--- src/hsms_pkg.sv ---
// ----------------------------------------------------------------------------
// hsms_pkg: shared types and constants of the humidity sensor sequencer
// Input ops, result kinds, sensor command words, status bits, delays and
// the fixed-point conversion factors.
// ----------------------------------------------------------------------------
package hsms_pkg;

    // Input word kind (tuser on the slave side)
    typedef enum logic [1:0] {
        OP_START_MEAS  = 2'd0,
        OP_START_RESET = 2'd1,
        OP_TICK        = 2'd2,
        OP_XFER_DONE   = 2'd3
    } op_t;

    // Result word kind (tuser on the master side)
    typedef enum logic [2:0] {
        KIND_REQ        = 3'd0,
        KIND_MEAS       = 3'd1,
        KIND_RESET_DONE = 3'd2,
        KIND_CALIB_TO   = 3'd3,
        KIND_BUSY_TO    = 3'd4
    } kind_t;

    // Sensor command bytes, first byte in bits 23..16
    localparam logic [23:0] CMD_STATUS = 24'h710000;
    localparam logic [23:0] CMD_INIT   = 24'hBE0800;
    localparam logic [23:0] CMD_TRIG   = 24'hAC3300;
    localparam logic [23:0] CMD_RESET  = 24'hBA0000;

    // Status byte bits
    localparam int STAT_CAL_BIT  = 3;
    localparam int STAT_BUSY_BIT = 7;

    // Delays in ms
    localparam logic [6:0] CAL_DLY_MS  = 7'd10;
    localparam logic [6:0] MEAS_DLY_MS = 7'd80;
    localparam logic [6:0] RST_DLY_MS  = 7'd20;

    // Conversion: h = raw*10000 >> 20, t = (raw*20000 >> 20) - 5000
    localparam logic [13:0] HUM_SCALE  = 14'd10000;
    localparam logic [14:0] TMP_SCALE  = 15'd20000;
    localparam logic [14:0] TMP_OFFSET = 15'd5000;

    localparam logic [10:0] ELAPSED_MAX = 11'd2047;

    // One result word
    typedef struct packed {
        kind_t              out_kind;
        logic [6:0]         bus_addr;
        logic [1:0]         write_len;
        logic [23:0]        write_bytes;
        logic [2:0]         read_len;
        logic               no_stop;
        logic [13:0]        humidity_centi;
        logic signed [14:0] temperature_centi;
    } result_t;

    function automatic result_t make_req(input logic [6:0]  addr,
                                         input logic [1:0]  wlen,
                                         input logic [23:0] wbytes,
                                         input logic [2:0]  rlen,
                                         input logic        nostop);
        result_t r;
        r             = '0;
        r.out_kind    = KIND_REQ;
        r.bus_addr    = addr;
        r.write_len   = wlen;
        r.write_bytes = wbytes;
        r.read_len    = rlen;
        r.no_stop     = nostop;
        return r;
    endfunction

    function automatic result_t make_kind(input kind_t kind);
        result_t r;
        r          = '0;
        r.out_kind = kind;
        return r;
    endfunction

endpackage

--- src/humidity_sensor_measure_sequencer_unit.sv ---
// ----------------------------------------------------------------------------
// humidity_sensor_measure_sequencer_unit: I2C readout sequencer
// Timing: a word accepted into the input register is processed
//   combinationally from there, and its result (if any) is registered
//   into the output register that drives m_axis.
// Throughput: one word per cycle while m_axis is ready; a stalled result
//   holds the next word in the input register, and then intake stops.
// Reset (rst_n, async, active low): idle phase, counters clear, both word
//   registers empty, dev_addr = 56, calib_timeout_ms = 100.
// ----------------------------------------------------------------------------
module humidity_sensor_measure_sequencer_unit (
    input  logic        clk,
    input  logic        rst_n,

    // configuration: index 0 dev_addr, index 1 calib_timeout_ms
    input  logic        cfg_we,
    input  logic        cfg_index,
    input  logic [9:0]  cfg_data,

    input  logic        s_axis_tvalid,
    output logic        s_axis_tready,
    input  logic [47:0] s_axis_tdata,   // [47:0] read_bytes
    input  logic [1:0]  s_axis_tuser,   // [1:0] op

    output logic        m_axis_tvalid,
    input  logic        m_axis_tready,
    output logic [71:0] m_axis_tdata,   // [6:0] bus_addr, [8:7] write_len,
                                        // [32:9] write_bytes, [35:33] read_len,
                                        // [36] no_stop, [50:37] humidity_centi,
                                        // [65:51] temperature_centi, [71:66] zero
    output logic [2:0]  m_axis_tuser    // [2:0] out_kind
);
    import hsms_pkg::*;

    localparam logic CFG_DEV_ADDR = 1'b0;
    localparam logic CFG_TIMEOUT  = 1'b1;

    // Sequencer phases; measure phases run from PH_POLL through PH_DATA
    typedef enum logic [3:0] {
        PH_IDLE      = 4'd0,
        PH_POLL      = 4'd1,
        PH_INIT      = 4'd2,
        PH_CAL_DLY   = 4'd3,
        PH_TRIG      = 4'd4,
        PH_MEAS_DLY  = 4'd5,
        PH_BUSY_POLL = 4'd6,
        PH_BUSY_DLY  = 4'd7,
        PH_DATA      = 4'd8,
        PH_RST       = 4'd9,
        PH_RST_DLY   = 4'd10
    } phase_t;

    // ---------------- configuration registers ----------------
    logic [6:0] dev_addr_reg;
    logic [9:0] calib_timeout_reg;

    always_ff @(posedge clk or negedge rst_n)
    begin
        if (!rst_n)
        begin
            dev_addr_reg      <= 7'd56;
            calib_timeout_reg <= 10'd100;
        end
        else if (cfg_we)
        begin
            case (cfg_index)
                CFG_DEV_ADDR: dev_addr_reg      <= cfg_data[6:0];
                CFG_TIMEOUT:  calib_timeout_reg <= cfg_data;
                default:      ;
            endcase
        end
    end

    // ---------------- input register ----------------
    logic        in_valid_reg;
    op_t         in_op_reg;
    logic [47:0] in_bytes_reg;
    logic        out_free;
    logic        item_go;

    // result register
    logic        out_valid_reg;
    result_t     out_reg;

    assign out_free      = !out_valid_reg || m_axis_tready;
    assign item_go       = in_valid_reg && out_free;
    assign s_axis_tready = !in_valid_reg || out_free;

    always_ff @(posedge clk or negedge rst_n)
    begin
        if (!rst_n)
            in_valid_reg <= 1'b0;
        else if (s_axis_tready)
            in_valid_reg <= s_axis_tvalid;
    end

    // payload: no reset needed
    always_ff @(posedge clk)
    begin
        if (s_axis_tready && s_axis_tvalid)
        begin
            in_op_reg    <= op_t'(s_axis_tuser);
            in_bytes_reg <= s_axis_tdata;
        end
    end

    // ---------------- sequencer state ----------------
    phase_t      phase_reg,   phase_next;
    logic [10:0] elapsed_reg, elapsed_next;
    logic [6:0]  wait_reg,    wait_next;
    logic        retried_reg, retried_next;
    logic        res_valid;
    result_t     res;

    // conversion datapath (two constant multipliers, independent)
    logic [7:0]  status_byte;
    logic [19:0] raw_h, raw_t;
    logic [33:0] h_prod;
    logic [34:0] t_prod;
    logic [14:0] t_floor;
    result_t     meas_res;

    assign status_byte = in_bytes_reg[47:40];
    assign raw_h   = in_bytes_reg[39:20];
    assign raw_t   = in_bytes_reg[19:0];
    assign h_prod  = {14'd0, raw_h} * {20'd0, HUM_SCALE};
    assign t_prod  = {15'd0, raw_t} * {20'd0, TMP_SCALE};
    assign t_floor = t_prod[34:20];

    always_comb
    begin
        meas_res                   = make_kind(KIND_MEAS);
        meas_res.humidity_centi    = h_prod[33:20];
        meas_res.temperature_centi = signed'(t_floor - TMP_OFFSET);
    end

    logic        in_meas;
    logic [10:0] elapsed_tick;
    logic [6:0]  wait_dec;
    logic        is_delay;

    assign in_meas      = (phase_reg >= PH_POLL) && (phase_reg <= PH_DATA);
    assign elapsed_tick = (in_meas && elapsed_reg != ELAPSED_MAX) ?
                          elapsed_reg + 11'd1 : elapsed_reg;
    assign wait_dec     = (wait_reg != 7'd0) ? wait_reg - 7'd1 : 7'd0;
    assign is_delay     = (phase_reg == PH_CAL_DLY) || (phase_reg == PH_MEAS_DLY) ||
                          (phase_reg == PH_BUSY_DLY) || (phase_reg == PH_RST_DLY);

    always_comb
    begin
        phase_next   = phase_reg;
        elapsed_next = elapsed_reg;
        wait_next    = wait_reg;
        retried_next = retried_reg;
        res_valid    = 1'b0;
        res          = '0;

        if (item_go)
        begin
            case (in_op_reg)
                OP_START_MEAS:
                begin
                    if (phase_reg == PH_IDLE)
                    begin
                        elapsed_next = '0;
                        wait_next    = '0;
                        retried_next = 1'b0;
                        res_valid    = 1'b1;
                        // elapsed restarts at zero: poll unless budget is zero
                        if (calib_timeout_reg != 10'd0)
                        begin
                            phase_next = PH_POLL;
                            res = make_req(dev_addr_reg, 2'd1, CMD_STATUS, 3'd1, 1'b1);
                        end
                        else
                        begin
                            phase_next = PH_IDLE;
                            res        = make_kind(KIND_CALIB_TO);
                        end
                    end
                end

                OP_START_RESET:
                begin
                    if (phase_reg == PH_IDLE)
                    begin
                        phase_next = PH_RST;
                        wait_next  = '0;
                        res_valid  = 1'b1;
                        res = make_req(dev_addr_reg, 2'd1, CMD_RESET, 3'd0, 1'b0);
                    end
                end

                OP_TICK:
                begin
                    elapsed_next = elapsed_tick;
                    if (is_delay)
                    begin
                        wait_next = wait_dec;
                        if (wait_dec == 7'd0)
                        begin
                            res_valid = 1'b1;
                            case (phase_reg)
                                PH_CAL_DLY:
                                begin
                                    // budget checked against the updated count
                                    if (elapsed_tick < {1'b0, calib_timeout_reg})
                                    begin
                                        phase_next = PH_POLL;
                                        res = make_req(dev_addr_reg, 2'd1, CMD_STATUS,
                                                       3'd1, 1'b1);
                                    end
                                    else
                                    begin
                                        phase_next = PH_IDLE;
                                        res        = make_kind(KIND_CALIB_TO);
                                    end
                                end
                                PH_RST_DLY:
                                begin
                                    phase_next = PH_IDLE;
                                    res        = make_kind(KIND_RESET_DONE);
                                end
                                default:
                                begin
                                    // measure or busy delay over: poll status
                                    phase_next = PH_BUSY_POLL;
                                    res = make_req(dev_addr_reg, 2'd1, CMD_STATUS,
                                                   3'd1, 1'b1);
                                end
                            endcase
                        end
                    end
                end

                OP_XFER_DONE:
                begin
                    case (phase_reg)
                        PH_POLL:
                        begin
                            res_valid = 1'b1;
                            if (status_byte[STAT_CAL_BIT])
                            begin
                                phase_next = PH_TRIG;
                                res = make_req(dev_addr_reg, 2'd3, CMD_TRIG, 3'd0, 1'b0);
                            end
                            else
                            begin
                                phase_next = PH_INIT;
                                res = make_req(dev_addr_reg, 2'd3, CMD_INIT, 3'd0, 1'b0);
                            end
                        end
                        PH_INIT:
                        begin
                            phase_next = PH_CAL_DLY;
                            wait_next  = CAL_DLY_MS;
                        end
                        PH_TRIG:
                        begin
                            phase_next = PH_MEAS_DLY;
                            wait_next  = MEAS_DLY_MS;
                        end
                        PH_BUSY_POLL:
                        begin
                            if (status_byte[STAT_BUSY_BIT])
                            begin
                                if (retried_reg)
                                begin
                                    phase_next = PH_IDLE;
                                    res_valid  = 1'b1;
                                    res        = make_kind(KIND_BUSY_TO);
                                end
                                else
                                begin
                                    retried_next = 1'b1;
                                    phase_next   = PH_BUSY_DLY;
                                    wait_next    = MEAS_DLY_MS;
                                end
                            end
                            else
                            begin
                                phase_next = PH_DATA;
                                res_valid  = 1'b1;
                                res = make_req(dev_addr_reg, 2'd1, CMD_STATUS, 3'd6, 1'b1);
                            end
                        end
                        PH_DATA:
                        begin
                            phase_next = PH_IDLE;
                            res_valid  = 1'b1;
                            res        = meas_res;
                        end
                        PH_RST:
                        begin
                            phase_next = PH_RST_DLY;
                            wait_next  = RST_DLY_MS;
                        end
                        default: ;  // no transfer outstanding
                    endcase
                end

                default: ;
            endcase
        end
    end

    // state and registered result
    always_ff @(posedge clk or negedge rst_n)
    begin
        if (!rst_n)
        begin
            phase_reg     <= PH_IDLE;
            elapsed_reg   <= '0;
            wait_reg      <= '0;
            retried_reg   <= 1'b0;
            out_valid_reg <= 1'b0;
            out_reg       <= '0;
        end
        else
        begin
            phase_reg   <= phase_next;
            elapsed_reg <= elapsed_next;
            wait_reg    <= wait_next;
            retried_reg <= retried_next;
            if (out_free)
            begin
                out_valid_reg <= item_go && res_valid;
                if (item_go && res_valid)
                    out_reg <= res;
            end
        end
    end

    // ---------------- master side ----------------
    assign m_axis_tvalid = out_valid_reg;
    assign m_axis_tuser  = out_reg.out_kind;
    assign m_axis_tdata  = {6'd0,
                            out_reg.temperature_centi,
                            out_reg.humidity_centi,
                            out_reg.no_stop,
                            out_reg.read_len,
                            out_reg.write_bytes,
                            out_reg.write_len,
                            out_reg.bus_addr};

    // ---------------- assertions ----------------
    a_idle_no_wait: assert property (@(posedge clk) disable iff (!rst_n)
        phase_reg == PH_IDLE |-> wait_reg == 7'd0)
        else $error("delay count left over in idle");

    a_wait_in_delay: assert property (@(posedge clk) disable iff (!rst_n)
        wait_reg != 7'd0 |-> (phase_reg == PH_CAL_DLY || phase_reg == PH_MEAS_DLY ||
                              phase_reg == PH_BUSY_DLY || phase_reg == PH_RST_DLY))
        else $error("delay count outside a delay phase");

    a_wait_bound: assert property (@(posedge clk) disable iff (!rst_n)
        wait_reg <= MEAS_DLY_MS)
        else $error("delay count above longest delay");

    a_meas_fields: assert property (@(posedge clk) disable iff (!rst_n)
        out_valid_reg && out_reg.out_kind != KIND_MEAS |->
            out_reg.humidity_centi == 14'd0 && out_reg.temperature_centi == 15'sd0)
        else $error("measurement fields set on a non-measurement word");

    a_busy_retry: assert property (@(posedge clk) disable iff (!rst_n)
        phase_reg == PH_BUSY_DLY |-> retried_reg)
        else $error("busy delay without retry mark");

endmodule

--- config.mk ---
export PLATFORM = sky130hd
export DESIGN_NAME = humidity_sensor_measure_sequencer_unit
export DESIGN_NICKNAME = d
export VERILOG_FILES = /design/src/hsms_pkg.sv /design/src/humidity_sensor_measure_sequencer_unit.sv
export SDC_FILE = /design/constraint.sdc
export NUM_CORES = 1
export LEC_CHECK = 0
export BUFFER_PORTS_ARGS = -buffer_cell sky130_fd_sc_hd__buf_2
export CAP_MARGIN = 40
export CORE_MARGIN = 1
export CORE_UTILIZATION = 55
export CTS_CLUSTER_SIZE = 30
export DETAILED_ROUTE_END_ITERATION = 10
export GPL_ROUTABILITY_DRIVEN = 0
export PLACE_DENSITY = 0.79
export SLEW_MARGIN = 15
export SYNTH_ARGS = -nofsm -noshare
export SYNTH_HDL_FRONTEND = slang
export SYNTH_SLANG_ARGS = --single-unit
--- constraint.sdc ---
create_clock -name clk -period 5.01 [get_ports clk]
set_input_delay 0.7515 -clock clk [delete_from_list [all_inputs] [get_ports clk]]
set_output_delay 0.7515 -clock clk [all_outputs]
set_load 0.1 [all_outputs]
==> impl_metrics.env, run 1 <==
export IMPL_outcome="complete, but fails checks"
export IMPL_violations="setup timing"
export IMPL_start_kind="flip-flop"
export IMPL_drv_slew=0
export IMPL_cts_tree="done"
export IMPL_ys_ff_latch=135
export IMPL_hold_path_class="in -> async"
export IMPL_drc_errors=0
export IMPL_ant_nets=0
export IMPL_dp_hpwl_um=20700
export IMPL_slew_headroom=0.527
export IMPL_firstDrtPassIters=5
export IMPL_nets=1841
export IMPL_rsz0062_at_grt="true"
export IMPL_hold_slack_ns=0.367
export IMPL_grt_ovfl_total=0
export IMPL_clkSlewWorstSetupHoldPaths_ns=0.07
export IMPL_critical_path_class="reg -> reg"
export IMPL_io_buffers=119
export IMPL_holdBufCountCts=0
export IMPL_end_kind="flip-flop"
export IMPL_synth_cells=1267
export IMPL_period_minus_slack_ns=5.52
export IMPL_worstPathCellList="inv_2 > fa_1 > inv_1 > ha_1 > fa_1 > ha_1 > inv_1 > fa_1 > inv_1 > ha_2 > buf_4 > a41oi_2 > o21a_1 > a2111oi_4 > buf_4 > o21a_2 > or4_4 > a21o_4 > a21boi_4 > mux2i_1 > a21oi_1 > o31ai_2"
export IMPL_setup_viol_count_final=11
export IMPL_cts_root_buf="clkbuf_16"
export IMPL_rows=54
export IMPL_pin_count=143
export IMPL_grt_pass1_wl_um=44900
export IMPL_nFillCells=1588
export IMPL_die_w_um=151
export IMPL_setup_slack_ns=-0.507
export IMPL_yosys_warnings=0
export IMPL_max_cap_violations=0
export IMPL_area_growth_pct=23.4
export IMPL_regArea_mm2=0.00361
export IMPL_die_y_um=151
export IMPL_synthesis_area_mm2=0.0122
export IMPL_antenna_cells=0
export IMPL_cts_made_buffers=17
export IMPL_grt_max_degree=58
export IMPL_crit_path_max_fanout=5
export IMPL_final_period_utilization=1.10
export IMPL_final_area_mm2=0.0151
export IMPL_largest_register_ffs=46
export IMPL_async_flop_share=0.674
export IMPL_worst_path_buf_inv=6
export IMPL_via_per_inst=5.36
export IMPL_wl_per_cell_um=15.5
export IMPL_initial_core_util=0.559
export IMPL_num_vias=9657
export IMPL_timing_fmax_ghz=0.181
export IMPL_yosys_most_used_dff="dfrtp_1"
export IMPL_synth_sequential_area_ratio=0.295
export IMPL_placed_cell_area_mm2=0.0139
export IMPL_grt_pass1_vias=9715
export IMPL_core_mm2=0.0218
export IMPL_fin_skew_ns=0.0210
export IMPL_crit_path_max_incr_delay_ns=0.55
export IMPL_die_area_mm2=0.0228
export IMPL_tightestPinTransition_ns=0.709
export IMPL_clk_latency_ns=0.43
export IMPL_cp_depth=22
export IMPL_postRouteWirelength_um=27900
export IMPL_cts_buffer_depth=2
export IMPL_postSynthAreaPerCell_um2=9.64
export IMPL_critical_path_top_delay_family="adder cells"
export IMPL_synth_cell_types=74
export IMPL_grt_usage=0.251
export IMPL_required_ns=5.35
export IMPL_htreeDepth=4
export IMPL_reg2reg_slack_ns=-0.51
export IMPL_r2r_cells=22
export IMPL_antenna_found_initial=0
export IMPL_crit_slowest_cell="fa_1"
export IMPL_synth_edff_count=44
export IMPL_cts_sinks=135
export IMPL_multi_input_area_mm2=0.00773
export IMPL_arrival_ns=5.86
export IMPL_final_layout_size_suffix_gt1_frac=0.272
export IMPL_timing_final_hold_violations=0
export IMPL_first_iter_violations=376
final cells by class:
type | count | share of cell area
clock buffer | 17 | 0.0282
clock inverter | 15 | 0.0116
inverter | 291 | 0.0725
multi-input combinational | 806 | 0.513
sequential | 135 | 0.239
tap | 280 | 0.0233
timing repair buffer | 259 | 0.112
metrics by stage:
| step | std cells | setup TNS (ns) | setup slack [ns] | utilization |
|---|---|---|---|---|
| floorplan | 1283 | -0.411 | -0.329 | - |
| finish | 1803 | -2.79 | -0.507 | 0.690 |
| global route | 1803 | -5.92 | -0.767 | 0.690 |
| detailed placement | 1743 | -4.61 | -0.548 | 0.635 |
| global placement | 1743 | -3.03 | -0.433 | 0.635 |
| CTS | 1799 | -2.90 | -0.515 | 0.682 |
synth_stat cells, types with 4 or more instances:
cell type	instances	area share
nor4_1	6	0.0031
clkbuf_1	21	0.0065
xnor2_1	25	0.018
nor2b_1	10	0.0051
fa_1	92	0.15
xor2_1	15	0.011
nand2b_1	10	0.0051
and2_1	4	0.0020
a21oi_1	39	0.016
ha_1	173	0.18
dfrtp_1	85	0.17
mux2_2	19	0.018
nand4_1	10	0.0051
nand2_1	97	0.030
a21o_1	23	0.014
a31oi_1	6	0.0031
nand3_1	15	0.0061
edfxtp_1	44	0.11
o21a_1	5	0.0031
nor2_1	58	0.018
o31ai_1	17	0.010
o21ai_1	13	0.0053
buf_4	26	0.016
dfstp_2	6	0.013
a22o_1	14	0.010
inv_1	291	0.089
o21ai_0	55	0.023
nor3_1	14	0.0057
o211ai_1	5	0.0031
worst register-to-register path: stages (launching register included):
cell and delay, ns:
edfxtp_1 0.36, inv_2 0.07, fa_1 0.55, inv_1 0.04, ha_1 0.29, fa_1 0.48, ha_1 0.29, inv_1 0.05
fa_1 0.50, inv_1 0.05, ha_2 0.29, buf_4 0.16, a41oi_2 0.14, o21a_1 0.22, a2111oi_4 0.06, buf_4 0.17
o21a_2 0.22, or4_4 0.54, a21o_4 0.22, a21boi_4 0.18, mux2i_1 0.25, a21oi_1 0.10, o31ai_2 0.20
final timing paths:
check,from,to
max reg2reg,in_bytes_reg[10]$_DFFE_PP_,m_axis_tdata[65]$_DFFE_PN0P_
min in group clk,m_axis_tdata[59]$_DFFE_PN0P_,m_axis_tdata[59]$_DFFE_PN0P_
max in group asynchronous,rst_n,m_axis_tdata[59]$_DFFE_PN0P_
min,rst_n,m_axis_tdata[3]$_DFFE_PN0P_
min reg2reg,m_axis_tdata[59]$_DFFE_PN0P_,m_axis_tdata[59]$_DFFE_PN0P_
max,in_bytes_reg[10]$_DFFE_PP_,m_axis_tdata[65]$_DFFE_PN0P_
what timing repair did:
action / in CTS / in global routing
buffers inserted: 25 / 8
resized for setup: 52 / 35
endpoints found under the setup margin: 16 / 21
hold endpoints to repair: 0 / 0
cloned: 0 / 0
pin swaps: 50 / 33
metal layers:
metal / up-vias / GRT usage / wire [µm] / share of wire
met1: 4737 / 0.304 / 11700 / 0.42
met5: - / 0 / 0 / 0
met3: 51 / 0.0455 / 1230 / 0.044
met4: 0 / 0.0840 / 623 / 0.022
li1: 4602 / - / - / -
met2: 267 / 0.448 / 14400 / 0.52
layout by cell type (no fill, tap or decap), drive strengths merged, types with 4 or more instances in the layout:
cell and instances:
xor2 15, nand3 15, a22o 14, edfxtp 44, and2 5, a21boi 4, ha 173, inv 301
o211ai 5, nand2b 10, conb 17, a31oi 6, dfrtp 85, a211oi 5, xnor2 25, a21o 24
mux2 19, or4 4, clkbuf 17, o31ai 18, nor3 15, fa 92, nand2 97, nor2b 10
o21ai 68, o21a 6, nand4 10, a21oi 40, nor2 58, buf 259, dfstp 6, nor4 6
cell families (layout without fill, tap and decap cells):
group                      after synthesis  count (layout)  share of synthesized area
buffers and inverters                  342             582                      0.114
and+or+nand+nor                        243             243                     0.0921
AOI/OAI and AO/OA                      219             219                      0.122
DFF                                    135             135                      0.295
muxes                                   22              22                     0.0200
xor gates and xnor gates                40              40                     0.0287
adders and majority gates              265             265                      0.328
other                                    1              17                   0.000307
Power of run 1 is not shown: default switching activity piles up to over one toggle a cycle in this logic, so the estimate is an artifact.
==> run 2: changes to the inputs <==
--- a/config.mk
+++ b/config.mk
@@ -9,6 +9,7 @@
 export CAP_MARGIN = 40
 export CORE_MARGIN = 1
 export CORE_UTILIZATION = 55
+export CTS_BUF_LIST = sky130_fd_sc_hd__clkbuf_8
 export CTS_CLUSTER_SIZE = 30
 export DETAILED_ROUTE_END_ITERATION = 10
 export GPL_ROUTABILITY_DRIVEN = 0
==> run 2 against run 1 <==
Net effect:
- the flow still finishes with violations (setup timing)
- global-route usage fell by 0.32 points
- cell count rose by 0.11%
- sequential share of layout area increased by 0.39 points
- via count decreased by 0.64%
- routed wire length decreased by 2.2%
- largest cell class unchanged
==> impl_metrics.env, run 2 (synthesized netlist as in run 1, its figures left out) <==
export IMPL_initial_core_util=0.559
export IMPL_violations="setup timing"
export IMPL_final_common_cell="inv_1"
export IMPL_slew_headroom=0.536
export IMPL_grt_pass1_wl_um=44300
export IMPL_die_w_um=151
export IMPL_core_mm2=0.0218
export IMPL_end_kind="flip-flop"
export IMPL_dp_hpwl_um=20700
export IMPL_setup_tns_final_ns=-3.30
export IMPL_drc_errors=0
export IMPL_start_kind="flip-flop"
export IMPL_grt_ovfl_total=0
export IMPL_cts_buffer_depth=2
export IMPL_regArea_mm2=0.00361
export IMPL_p_total_mw=10.9
export IMPL_max_cap_violations=0
export IMPL_timing_fmax_ghz=0.180
export IMPL_ant_nets=0
export IMPL_placed_cell_area_mm2=0.0139
export IMPL_p_leak_nw=7.87
export IMPL_wl_per_cell_um=15.1
export IMPL_pre_cts_ws_ns=-0.548
export IMPL_crit_path_max_fanout=3
export IMPL_period_minus_slack_ns=5.54
export IMPL_largest_register_ffs=46
export IMPL_setup_slack_ns=-0.530
export IMPL_hold_slack_ns=0.335
export IMPL_timing_final_hold_violations=0
export IMPL_power_density_mw_per_mm2=736
export IMPL_antenna_cells=0
export IMPL_cts_made_buffers=17
export IMPL_tightestPinTransition_ns=0.696
export IMPL_required_ns=5.38
export IMPL_die_y_um=151
export IMPL_pin_count=143
export IMPL_num_vias=9595
export IMPL_cts_root_buf="clkbuf_8"
export IMPL_via_per_inst=5.32
export IMPL_postRouteWirelength_um=27300
export IMPL_io_buffers=119
export IMPL_final_area_mm2=0.0148
export IMPL_critical_path_class="reg -> reg"
export IMPL_cts_tree="done"
export IMPL_peakVddDrop_v=0.000552
export IMPL_multi_input_area_mm2=0.00767
export IMPL_firstDrtPassIters=5
export IMPL_arrival_ns=5.91
export IMPL_rsz0062_at_grt="true"
export IMPL_htreeDepth=4
export IMPL_cts_sinks=135
export IMPL_area_growth_pct=21.4
export IMPL_rows=54
export IMPL_nFillCells=1626
export IMPL_final_period_utilization=1.11
export IMPL_final_layout_size_suffix_gt1_frac=0.268
export IMPL_clkSlewWorstSetupHoldPaths_ns=0.10
export IMPL_setup_viol_count_final=11
export IMPL_hold_path_class="in -> async"
export IMPL_nets=1843
export IMPL_grt_max_degree=58
export IMPL_antenna_found_initial=0
export IMPL_grt_pass1_vias=9557
export IMPL_clk_latency_ns=0.46
export IMPL_fin_skew_ns=0.0206
export IMPL_first_iter_violations=442
export IMPL_grt_usage=0.248
export IMPL_drv_slew=0
export IMPL_outcome="complete, but fails checks"
export IMPL_die_area_mm2=0.0228
export IMPL_final_cell_mix="inv_1 (269), ha_1 (157), buf_4 (134)"
[run 2: power breakdown]
group	leakage (nW)	switching, mW	internal (mW)
registers	1.63	0.186	1.33
logic	6.04	4.70	3.74
clock network	0.207	0.536	0.424
[run 2: path summary, 6_finish.rpt]
path                                              start  slack (ns)                      endpoint  cells after the start
hold / removal                                    rst_n        0.34   m_axis_tdata[7]$_DFFE_PN0P_                      1
setup reg to reg              in_bytes_reg[6]$_DFFE_PP_       -0.53  m_axis_tdata[65]$_DFFE_PN0P_                     21
min in group clk                        s_axis_tdata[8]        0.46     in_bytes_reg[8]$_DFFE_PP_                      1
max in group asynchronous                         rst_n        3.72  m_axis_tdata[59]$_DFFE_PN0P_                      2
setup / recovery              in_bytes_reg[6]$_DFFE_PP_       -0.53  m_axis_tdata[65]$_DFFE_PN0P_                     21
hold reg to reg            m_axis_tdata[59]$_DFFE_PN0P_        0.48  m_axis_tdata[59]$_DFFE_PN0P_                      2
[run 2: metrics by stage]
step / std cells / util
global route: 1805 / 0.679
CTS: 1799 / 0.672
detailed placement: 1743 / 0.635
global placement: 1743 / 0.635
finish: 1805 / 0.679
floorplan: 1283 / -
[run 2: cell type report]
cell class,instances,area share
well taps,280,0.0236
multi-input cells,806,0.517
inverters,291,0.0737
clock inverters,15,0.0118
flip-flops and latches,135,0.243
repair buffers,261,0.115
clock buffers,17,0.0158
[run 2: what timing repair did]
item,in CTS,in global routing
setup endpoints to repair,16,21
pin swaps,47,23
gates cloned,0,0
hold buffers,0,0
buffers inserted,25,10
gates resized for setup,47,27
[run 2: routing by layer]
metal	wire [µm]	global-route usage	share of wire
met5	0	0	0
met4	474	0.0765	0.017
met3	1200	0.0401	0.044
met2	14100	0.444	0.52
met1	11500	0.305	0.42
[run 2: worst max-delay path: stages, from the launching register on]
cell and delay, ns:
edfxtp_1 0.43, inv_2 0.13, fa_1 0.42, inv_1 0.10, ha_4 0.20, fa_1 0.49, ha_1 0.32, inv_1 0.08
fa_1 0.53, inv_1 0.05, ha_1 0.31, o21ai_1 0.08, o21ai_1 0.14, o211ai_1 0.18, a2111oi_4 0.47, nor3_2 0.09
or4_4 0.51, a21o_4 0.21, a21boi_4 0.16, mux2i_1 0.25, a21oi_1 0.10, o31ai_2 0.20
No activity file was read; power rests on OpenSTA's default activity.
